[config.mk]
export PLATFORM = sky130hd
export DESIGN_NAME = positional_ordered_list_top
export DESIGN_NICKNAME = d
export VERILOG_FILES = /design/src/design/pol_pkg.sv /design/src/design/pol_mem.sv /design/src/design/pol_ctrl.sv /design/src/design/positional_ordered_list_top.sv
export SDC_FILE = /design/constraint.sdc
export NUM_CORES = 1
export LEC_CHECK = 0
export BUFFER_PORTS_ARGS = -buffer_cell sky130_fd_sc_hd__clkbuf_2
export CORE_UTILIZATION = 29
export CTS_CLUSTER_DIAMETER = 60
export DETAILED_ROUTE_END_ITERATION = 8
export PLACE_DENSITY_LB_ADDON = 0.08
export SLEW_MARGIN = 25
export SYNTH_ARGS = -nofsm -noshare
export SYNTH_HDL_FRONTEND = slang
export SYNTH_SLANG_ARGS = --single-unit
export TNS_END_PERCENT = 1
[constraint.sdc]
create_clock -name clk -period 5.79 [get_ports clk]
set_input_delay 0.579 -clock clk [delete_from_list [all_inputs] [get_ports clk]]
set_output_delay 0.579 -clock clk [all_outputs]
set_load 0.02 [all_outputs]
[src/design/pol_pkg.sv]
// Shared types and codes for the positional ordered list.
package pol_pkg;

    localparam int POS_W  = 5;
    localparam int IDX_W  = 5;
    localparam int DATA_W = 32;

    // Operation codes of an input item
    typedef enum logic [1:0] {
        KIND_INSERT = 2'd0,
        KIND_DELETE = 2'd1,
        KIND_SEARCH = 2'd2,
        KIND_READ   = 2'd3
    } kind_t;

    // Result status codes
    typedef enum logic [2:0] {
        STAT_OK       = 3'd0,
        STAT_INVALID  = 3'd1,
        STAT_RANGE    = 3'd2,
        STAT_FULL     = 3'd3,
        STAT_NOTFOUND = 3'd4
    } status_t;

    // Sequencer states
    typedef enum logic [3:0] {
        ST_IDLE,
        ST_DECIDE,
        ST_INS_SHIFT,
        ST_INS_PUT,
        ST_DEL_SHIFT,
        ST_SRCH,
        ST_RD_ISSUE,
        ST_RD_EMIT,
        ST_RESP
    } state_t;

    // One result item handed from the sequencer to the output register
    typedef struct packed {
        status_t                   status;
        logic signed [DATA_W-1:0]  element;
        logic [IDX_W-1:0]          index;
        logic                      last;
    } res_t;

endpackage

[src/design/pol_mem.sv]
// Entry store: one write port, one read port with registered read data.
module pol_mem
    import pol_pkg::*;
#(
    parameter int DEPTH = 16,
    parameter int AW    = 4
)
(
    input  logic              clk,
    input  logic              we,
    input  logic [AW-1:0]     waddr,
    input  logic [DATA_W-1:0] wdata,
    input  logic              re,
    input  logic [AW-1:0]     raddr,
    output logic [DATA_W-1:0] rdata
);

    logic [DATA_W-1:0] mem [DEPTH];
    logic [DATA_W-1:0] rdata_reg;

    // write port
    always_ff @(posedge clk)
    begin
        if (we)
        begin
            mem[waddr] <= wdata;
        end
    end

    // read port, data held until the next read
    always_ff @(posedge clk)
    begin
        if (re)
        begin
            rdata_reg <= mem[raddr];
        end
    end

    assign rdata = rdata_reg;

endmodule

[src/design/pol_ctrl.sv]
// Sequencer: walks the entry store one step a cycle per list operation, holding while the output register is full.
module pol_ctrl
    import pol_pkg::*;
#(
    parameter int CAPACITY = 16,
    parameter int AW       = 4,
    parameter int CW       = 5
)
(
    input  logic                     clk,
    input  logic                     rst_n,
    input  logic                     in_valid,
    output logic                     in_ready,
    input  logic [1:0]               kind,
    input  logic [POS_W-1:0]         position,
    input  logic signed [DATA_W-1:0] value,
    input  logic                     buf_free,
    output logic                     res_push,
    output res_t                     res,
    output logic                     mem_we,
    output logic [AW-1:0]            mem_waddr,
    output logic [DATA_W-1:0]        mem_wdata,
    output logic                     mem_re,
    output logic [AW-1:0]            mem_raddr,
    input  logic [DATA_W-1:0]        mem_rdata
);

    // compare width covering both the count and a position
    localparam int XW = ((CW > POS_W) ? CW : POS_W) + 1;

    state_t              state_reg, state_next;
    kind_t               kind_reg;
    logic [POS_W-1:0]    pos_reg;
    logic [DATA_W-1:0]   val_reg;
    logic [CW-1:0]       cnt_reg, cnt_next;
    logic [CW-1:0]       j_reg, j_next;
    logic                pend_reg, pend_next;
    logic [AW-1:0]       waddr_reg, waddr_next;
    status_t             stat_reg, stat_next;
    logic [DATA_W-1:0]   elem_reg, elem_next;

    logic [XW-1:0]       pos_x, cnt_x, j_x, pm1_x;
    logic [CW-1:0]       jp1, jm1;
    logic                pos_zero, is_full, ins_range, del_range;
    logic                ins_more, del_more, srch_hit, j_below, rd_last;

    // shared compare terms
    assign pos_x     = XW'(pos_reg);
    assign cnt_x     = XW'(cnt_reg);
    assign j_x       = XW'(j_reg);
    assign pm1_x     = pos_x - XW'(1);
    assign jp1       = j_reg + CW'(1);
    assign jm1       = j_reg - CW'(1);
    assign pos_zero  = (pos_reg == '0);
    assign is_full   = (cnt_x >= XW'(CAPACITY));
    assign ins_range = (pos_x > cnt_x + XW'(1));
    assign del_range = (pos_x > cnt_x);
    assign ins_more  = (j_x != pm1_x);
    assign del_more  = (j_x + XW'(1) < cnt_x);
    assign srch_hit  = pend_reg && (mem_rdata == val_reg);
    assign j_below   = (j_x < cnt_x);
    assign rd_last   = (j_x + XW'(1) == cnt_x);

    // next state
    always_comb
    begin
        state_next = state_reg;
        unique case (state_reg)
            ST_IDLE:
            begin
                if (in_valid)
                begin
                    state_next = ST_DECIDE;
                end
            end
            ST_DECIDE:
            begin
                unique case (kind_reg)
                    KIND_INSERT:
                    begin
                        state_next = (pos_zero || is_full || ins_range) ? ST_RESP
                                                                        : ST_INS_SHIFT;
                    end
                    KIND_DELETE:
                    begin
                        state_next = (pos_zero || del_range) ? ST_RESP : ST_DEL_SHIFT;
                    end
                    KIND_SEARCH: state_next = ST_SRCH;
                    KIND_READ:   state_next = ST_RD_ISSUE;
                    default:     state_next = ST_IDLE;
                endcase
            end
            ST_INS_SHIFT:
            begin
                if (!ins_more)
                begin
                    state_next = ST_INS_PUT;
                end
            end
            ST_INS_PUT: state_next = ST_RESP;
            ST_DEL_SHIFT:
            begin
                if (!del_more)
                begin
                    state_next = ST_RESP;
                end
            end
            ST_SRCH:
            begin
                if (srch_hit || !j_below)
                begin
                    state_next = ST_RESP;
                end
            end
            ST_RD_ISSUE:
            begin
                state_next = j_below ? ST_RD_EMIT : ST_IDLE;
            end
            ST_RD_EMIT:
            begin
                if (buf_free && rd_last)
                begin
                    state_next = ST_IDLE;
                end
            end
            ST_RESP:
            begin
                if (buf_free)
                begin
                    state_next = ST_IDLE;
                end
            end
            default: state_next = ST_IDLE;
        endcase
    end

    // datapath controls and outputs
    always_comb
    begin
        in_ready    = (state_reg == ST_IDLE);
        mem_we      = 1'b0;
        mem_waddr   = waddr_reg;
        mem_wdata   = mem_rdata;
        mem_re      = 1'b0;
        mem_raddr   = j_reg[AW-1:0];
        j_next      = j_reg;
        pend_next   = 1'b0;
        waddr_next  = waddr_reg;
        cnt_next    = cnt_reg;
        stat_next   = stat_reg;
        elem_next   = elem_reg;
        res_push    = 1'b0;
        res.status  = stat_reg;
        res.element = elem_reg;
        res.index   = '0;
        res.last    = 1'b1;

        unique case (state_reg)
            ST_IDLE:
            begin
            end
            ST_DECIDE:
            begin
                elem_next = '0;
                j_next    = '0;
                unique case (kind_reg)
                    KIND_INSERT:
                    begin
                        j_next = cnt_reg;
                        if (pos_zero)
                        begin
                            stat_next = STAT_INVALID;
                        end
                        else if (is_full)
                        begin
                            stat_next = STAT_FULL;
                        end
                        else if (ins_range)
                        begin
                            stat_next = STAT_RANGE;
                        end
                        else
                        begin
                            stat_next = STAT_OK;
                        end
                    end
                    KIND_DELETE:
                    begin
                        j_next = pm1_x[CW-1:0];
                        if (pos_zero)
                        begin
                            stat_next = STAT_INVALID;
                        end
                        else if (del_range)
                        begin
                            stat_next = STAT_RANGE;
                        end
                        else
                        begin
                            stat_next = STAT_OK;
                        end
                    end
                    default:
                    begin
                    end
                endcase
            end
            // move entries up, top down: read j-1, write j next cycle
            ST_INS_SHIFT:
            begin
                mem_we = pend_reg;
                if (ins_more)
                begin
                    mem_re     = 1'b1;
                    mem_raddr  = jm1[AW-1:0];
                    waddr_next = j_reg[AW-1:0];
                    j_next     = jm1;
                    pend_next  = 1'b1;
                end
            end
            // drop the new value into the opened slot
            ST_INS_PUT:
            begin
                mem_we    = 1'b1;
                mem_waddr = pm1_x[AW-1:0];
                mem_wdata = val_reg;
                cnt_next  = cnt_reg + CW'(1);
            end
            // close the gap, bottom up: read j+1, write j next cycle
            ST_DEL_SHIFT:
            begin
                mem_we = pend_reg;
                if (del_more)
                begin
                    mem_re     = 1'b1;
                    mem_raddr  = jp1[AW-1:0];
                    waddr_next = j_reg[AW-1:0];
                    j_next     = jp1;
                    pend_next  = 1'b1;
                end
                else
                begin
                    cnt_next = cnt_reg - CW'(1);
                end
            end
            // compare the entry read last cycle while reading the next
            ST_SRCH:
            begin
                if (srch_hit)
                begin
                    stat_next = STAT_OK;
                    elem_next = val_reg;
                end
                else if (j_below)
                begin
                    mem_re    = 1'b1;
                    j_next    = jp1;
                    pend_next = 1'b1;
                end
                else
                begin
                    stat_next = STAT_NOTFOUND;
                    elem_next = '0;
                end
            end
            ST_RD_ISSUE:
            begin
                mem_re = j_below;
            end
            // one item per cycle while the output register has room
            ST_RD_EMIT:
            begin
                res.status  = STAT_OK;
                res.element = mem_rdata;
                res.index   = IDX_W'(jp1);
                res.last    = rd_last;
                if (buf_free)
                begin
                    res_push = 1'b1;
                    j_next   = jp1;
                    if (!rd_last)
                    begin
                        mem_re    = 1'b1;
                        mem_raddr = jp1[AW-1:0];
                    end
                end
            end
            ST_RESP:
            begin
                res_push = buf_free;
            end
            default:
            begin
            end
        endcase
    end

    // control registers
    always_ff @(posedge clk or negedge rst_n)
    begin
        if (!rst_n)
        begin
            state_reg <= ST_IDLE;
            cnt_reg   <= '0;
            pend_reg  <= 1'b0;
        end
        else
        begin
            state_reg <= state_next;
            cnt_reg   <= cnt_next;
            pend_reg  <= pend_next;
        end
    end

    // working registers
    always_ff @(posedge clk)
    begin
        if (in_valid && in_ready)
        begin
            kind_reg <= kind_t'(kind);
            pos_reg  <= position;
            val_reg  <= value;
        end
        j_reg     <= j_next;
        waddr_reg <= waddr_next;
        stat_reg  <= stat_next;
        elem_reg  <= elem_next;
    end

endmodule

[src/design/positional_ordered_list_top.sv]
// Bounded positional ordered list: sequencer, entry store and output register.
// Insert and delete shift entries, search compares them, all through the single read
// and write port of the entry store, one entry moved or compared a cycle; read-out
// emits one item per cycle while the output register has room.
// One item in flight at a time.
// Reset clears the count and the control state; entries are not cleared.
module positional_ordered_list_top
    import pol_pkg::*;
#(
    parameter int CAPACITY = 16
)
(
    input  logic                     clk,
    input  logic                     rst_n,
    input  logic                     in_valid,
    output logic                     in_ready,
    input  logic [1:0]               kind,
    input  logic [POS_W-1:0]         position,
    input  logic signed [DATA_W-1:0] value,
    output logic                     out_valid,
    input  logic                     out_ready,
    output logic [2:0]               status,
    output logic signed [DATA_W-1:0] element,
    output logic [IDX_W-1:0]         index,
    output logic                     last
);

    localparam int AW = (CAPACITY > 1) ? $clog2(CAPACITY) : 1;
    localparam int CW = $clog2(CAPACITY + 1);

    logic              buf_free;
    logic              res_push;
    res_t              res;
    logic              mem_we;
    logic [AW-1:0]     mem_waddr;
    logic [DATA_W-1:0] mem_wdata;
    logic              mem_re;
    logic [AW-1:0]     mem_raddr;
    logic [DATA_W-1:0] mem_rdata;

    logic              out_valid_reg;
    res_t              out_reg;

    pol_ctrl #(
        .CAPACITY (CAPACITY),
        .AW       (AW),
        .CW       (CW)
    ) u_ctrl (
        .clk       (clk),
        .rst_n     (rst_n),
        .in_valid  (in_valid),
        .in_ready  (in_ready),
        .kind      (kind),
        .position  (position),
        .value     (value),
        .buf_free  (buf_free),
        .res_push  (res_push),
        .res       (res),
        .mem_we    (mem_we),
        .mem_waddr (mem_waddr),
        .mem_wdata (mem_wdata),
        .mem_re    (mem_re),
        .mem_raddr (mem_raddr),
        .mem_rdata (mem_rdata)
    );

    pol_mem #(
        .DEPTH (CAPACITY),
        .AW    (AW)
    ) u_mem (
        .clk   (clk),
        .we    (mem_we),
        .waddr (mem_waddr),
        .wdata (mem_wdata),
        .re    (mem_re),
        .raddr (mem_raddr),
        .rdata (mem_rdata)
    );

    // output register: takes a new item when empty or being drained
    assign buf_free = !out_valid_reg || out_ready;

    always_ff @(posedge clk or negedge rst_n)
    begin
        if (!rst_n)
        begin
            out_valid_reg <= 1'b0;
        end
        else if (buf_free)
        begin
            out_valid_reg <= res_push;
        end
    end

    always_ff @(posedge clk)
    begin
        if (buf_free && res_push)
        begin
            out_reg <= res;
        end
    end

    assign out_valid = out_valid_reg;
    assign status    = out_reg.status;
    assign element   = out_reg.element;
    assign index     = out_reg.index;
    assign last      = out_reg.last;

endmodule
==> results.py <==
metrics = {
    "synthesis": {
        "post-synth-top-count-cell": "edfxtp_1",
        "yosys_register_bits": 679,
        "synth-main-ff-cell": "edfxtp_1",
        "post-synth-top-area-fraction_pct": 69.76,
        "synth_largest_area_cell": "edfxtp_1",
        "cell_area_after_synthesis_um2": 28760,
        "syn-instance-count": 2169,
        "ys_seq_area_share_pct": 70.71,
        "synth.area.top_cells": "edfxtp_1 (70%), nand2_1 (7.2%), mux2i_1 (3.4%)",
        "synth_top_cells_by_count": "edfxtp_1 (668), nand2_1 (551), nand3_1 (165)",
        "netlist-cell-type-count": 75,
        "number_of_flops_mapped_to_enable_cells_by_yosys": 668,
        "postSynthAreaPerCell_um2": 13.26,
        "syn_nets": 2241,
        "ys.warnings.count": 0,
        "async_flop_share_pct": 1.620,
    },
    "sta": {
        "worst_clock_skew_ps": 25.87,
        "timing_max_transition_violations_final": 0,
        "timing.max_slew.rel_slack_pct": 28.17,
        "post-route-period-util_pct": 90.08,
        "worst_slew_pin_slew_ps": 1075,
        "fin_setup_tns_ps": 0,
        "setup_repair_after_global_routing_missed_its_margin": "false",
        "timing.final.hold_violations": 0,
        "setup_viol": 0,
        "fmax_mhz": 191.7,
        "period_minus_slack_ps": 5216,
    },
    "cts": {
        "clk_transition_reported_paths_ps": 60,
        "cts_inserted_buffers": 87,
        "cts_sinks": 679,
        "cts-root-buf": "clkbuf_16",
        "cts_setup_buffers": 0,
        "max-clock-path-buffers": 3,
        "cts_tree": "built",
        "htree_num_levels": 3,
        "worst_skew_pair.late_latency_ps": 660,
        "postCtsResizedCells": 0,
        "cts_hold_bufs": 1,
    },
    "critical_path": {
        "worst_setup_path_end_kind": "register",
        "timing_worst_setup_path_type": "reg -> reg",
        "reg2reg_from": "u_ctrl.j_reg[1]",
        "worstPathArrival_ps": 5730,
        "timing.reg2reg.worst_path_depth": 15,
        "worstReg2RegEnd": "u_mem.rdata[11]",
        "worst-r2r-setup-slack_ps": 570,
        "path_max_fanout": 13,
        "cp.required_ps": 6300,
        "worst_setup_start_kind": "register",
    },
    "floorplanning": {
        "die_boundary_height_um": 316.9,
        "num_io_pins": 86,
        "initial_standard_cell_utilization_of_the_core_pct": 29.26,
        "floorplan.rows": 115,
        "chipWidth_um": 316.9,
        "die_area_um2": 100400,
        "core_box_area_um2": 98280,
    },
    "detailed_routing": {
        "detail_route.wirelength_um": 91730,
        "dr.first_iter.drc_count": 1262,
        "drt-pass1-iter-count": 5,
        "post_drt_via_cell_ratio": 4.923,
        "vias": 17990,
        "routed_wire_length_per_instance_um": 25.10,
        "antenna_left": 0,
        "drc": 0,
    },
    "grt": {
        "overflow": 0,
        "grt_start_max_net_pins": 84,
        "groute.usage.overall_pct": 18.41,
        "antenna_found_initial": 1,
        "grt_pass1_vias": 18000,
        "grt_first_pass_wirelength_um": 131700,
    },
    "power_and_ir_drop": {
        "power.ir.vdd_worst_uv": 393.1,
        "power_per_cell_area_nw_per_um2": 617.3,
        "cellLeakagePower_uw": 0.01208,
    },
    "finish": {
        "largest_register_ff_count": 512,
        "finalNetCount": 2366,
        "final_cell_area_um2": 33930,
        "layout-drive-gt1-share_pct": 14.55,
        "finalCoreUtilization_pct": 34.53,
        "registers.top_by_ff_count": "u_mem.mem",
        "area.growth.synth_to_final_pct": 18.00,
    },
    "placed_design": {
        "finalWeightedCongestion": 0.7782,
        "post_dp_hpwl_um": 55640,
        "placed_inst_area_um2": 31080,
        "count_of_input_and_output_buffers": 85,
    },
    "run_status": {
        "run_status": "complete, no violations",
    },
    "worst_hold_path": {
        "hold_start": "value[17]",
        "min-delay-path-class": "in -> reg",
        "worst_hold_path.endpoint": "u_ctrl.val_reg[17]",
        "min_delay_path_depth": 1,
    },
    "run": {
        "drv_cap": 0,
    },
}
## worst max-delay path, cell delays in order, from the launching register on
cell	delay, ps
edfxtp_1	560
ha_1	410
nand3_1	140
xor2_1	290
inv_1	90
ha_1	290
and3_1	220
o21ai_0	130
a31oi_1	550
a221oi_1	180
o2111ai_2	460
a22oi_2	310
nor3_2	800
buf_4	410
a21oi_1	110
nand4_1	100
## through the flow
| step | hold slack [ps] | std cells | total power (µW) | setup WS, ps |
|---|---|---|---|---|
| floorplan | 283.4 | 2169 | 12650 | 1860 |
| global placement | 488.4 | 3490 | 15830 | 550.3 |
| detailed placement | 486.2 | 3491 | 15880 | 579.9 |
| CTS | 51.06 | 3652 | 21290 | 565.9 |
| global route | 80.01 | 3652 | 22200 | 185.4 |
| finish | 100.3 | 3655 | 20950 | 574.2 |
## layout make-up
type,instances,area [µm²]
fillers,9569,64340
flip-flops and latches,679,20330
multi-input cells,1349,7955
clock buffers,103,2290
well taps,1287,1610
repair buffers,157,1122
clock inverters,57,536.8
inverters,20,75.07
diodes,3,7.507
## cell usage in the layout, fill, tap and decap left out, drive strengths merged, types with 29 or more instances in the layout
| master | n |
|---|---|
| clkbuf | 188 |
| clkinv | 36 |
| and2 | 42 |
| o21ai | 35 |
| nor2 | 71 |
| buf | 71 |
| nor3 | 37 |
| nand2 | 551 |
| a21oi | 42 |
| nand3 | 165 |
| mux2i | 97 |
| nand4 | 29 |
| xnor2 | 39 |
| edfxtp | 668 |
## cell families (layout without fill, tap and decap cells)
kind of cell / after synthesis / after routing / share of synthesized area (%)
other cells: 0 / 3 / 0
simple gates: 954 / 954 / 14.67
xor+xnor: 55 / 55 / 1.767
flops: 679 / 679 / 70.71
buf+inv: 141 / 337 / 2.332
compound gates: 210 / 210 / 5.543
fa+ha+maj: 29 / 29 / 1.288
mux: 101 / 101 / 3.690
## routing by layer
metal / wire length, µm / global-route usage (%)
met1: 42550 / 25.94
met2: 42940 / 29.70
met3: 4729 / 2.713
met4: 1510 / 4.556
met5: 0 / 0
## worst max-delay path by stage
stage                          from               to  slack (ps)  cells past startpoint
detailed placement  u_ctrl.j_reg[1]   u_mem.rdata[6]         580                     15
CTS                 u_ctrl.j_reg[1]  u_mem.rdata[18]         570                     15
global route        u_ctrl.j_reg[1]  u_mem.rdata[10]         190                     15
floorplan           u_ctrl.j_reg[1]  u_mem.rdata[14]        1860                     16
finish              u_ctrl.j_reg[1]  u_mem.rdata[11]         570                     15
global placement    u_ctrl.j_reg[1]  u_mem.rdata[21]         550                     15
## power breakdown
| part | switching (µW) | leakage (µW) | internal (µW) |
|---|---|---|---|
| Clock | 2190 | 0.00137 | 3120 |
| Combinational | 5780 | 0.00451 | 2590 |
| Sequential | 462 | 0.00620 | 6810 |
| Total | 8430 | 0.0121 | 12500 |
Note: power is estimated with default switching activity, not from simulation.
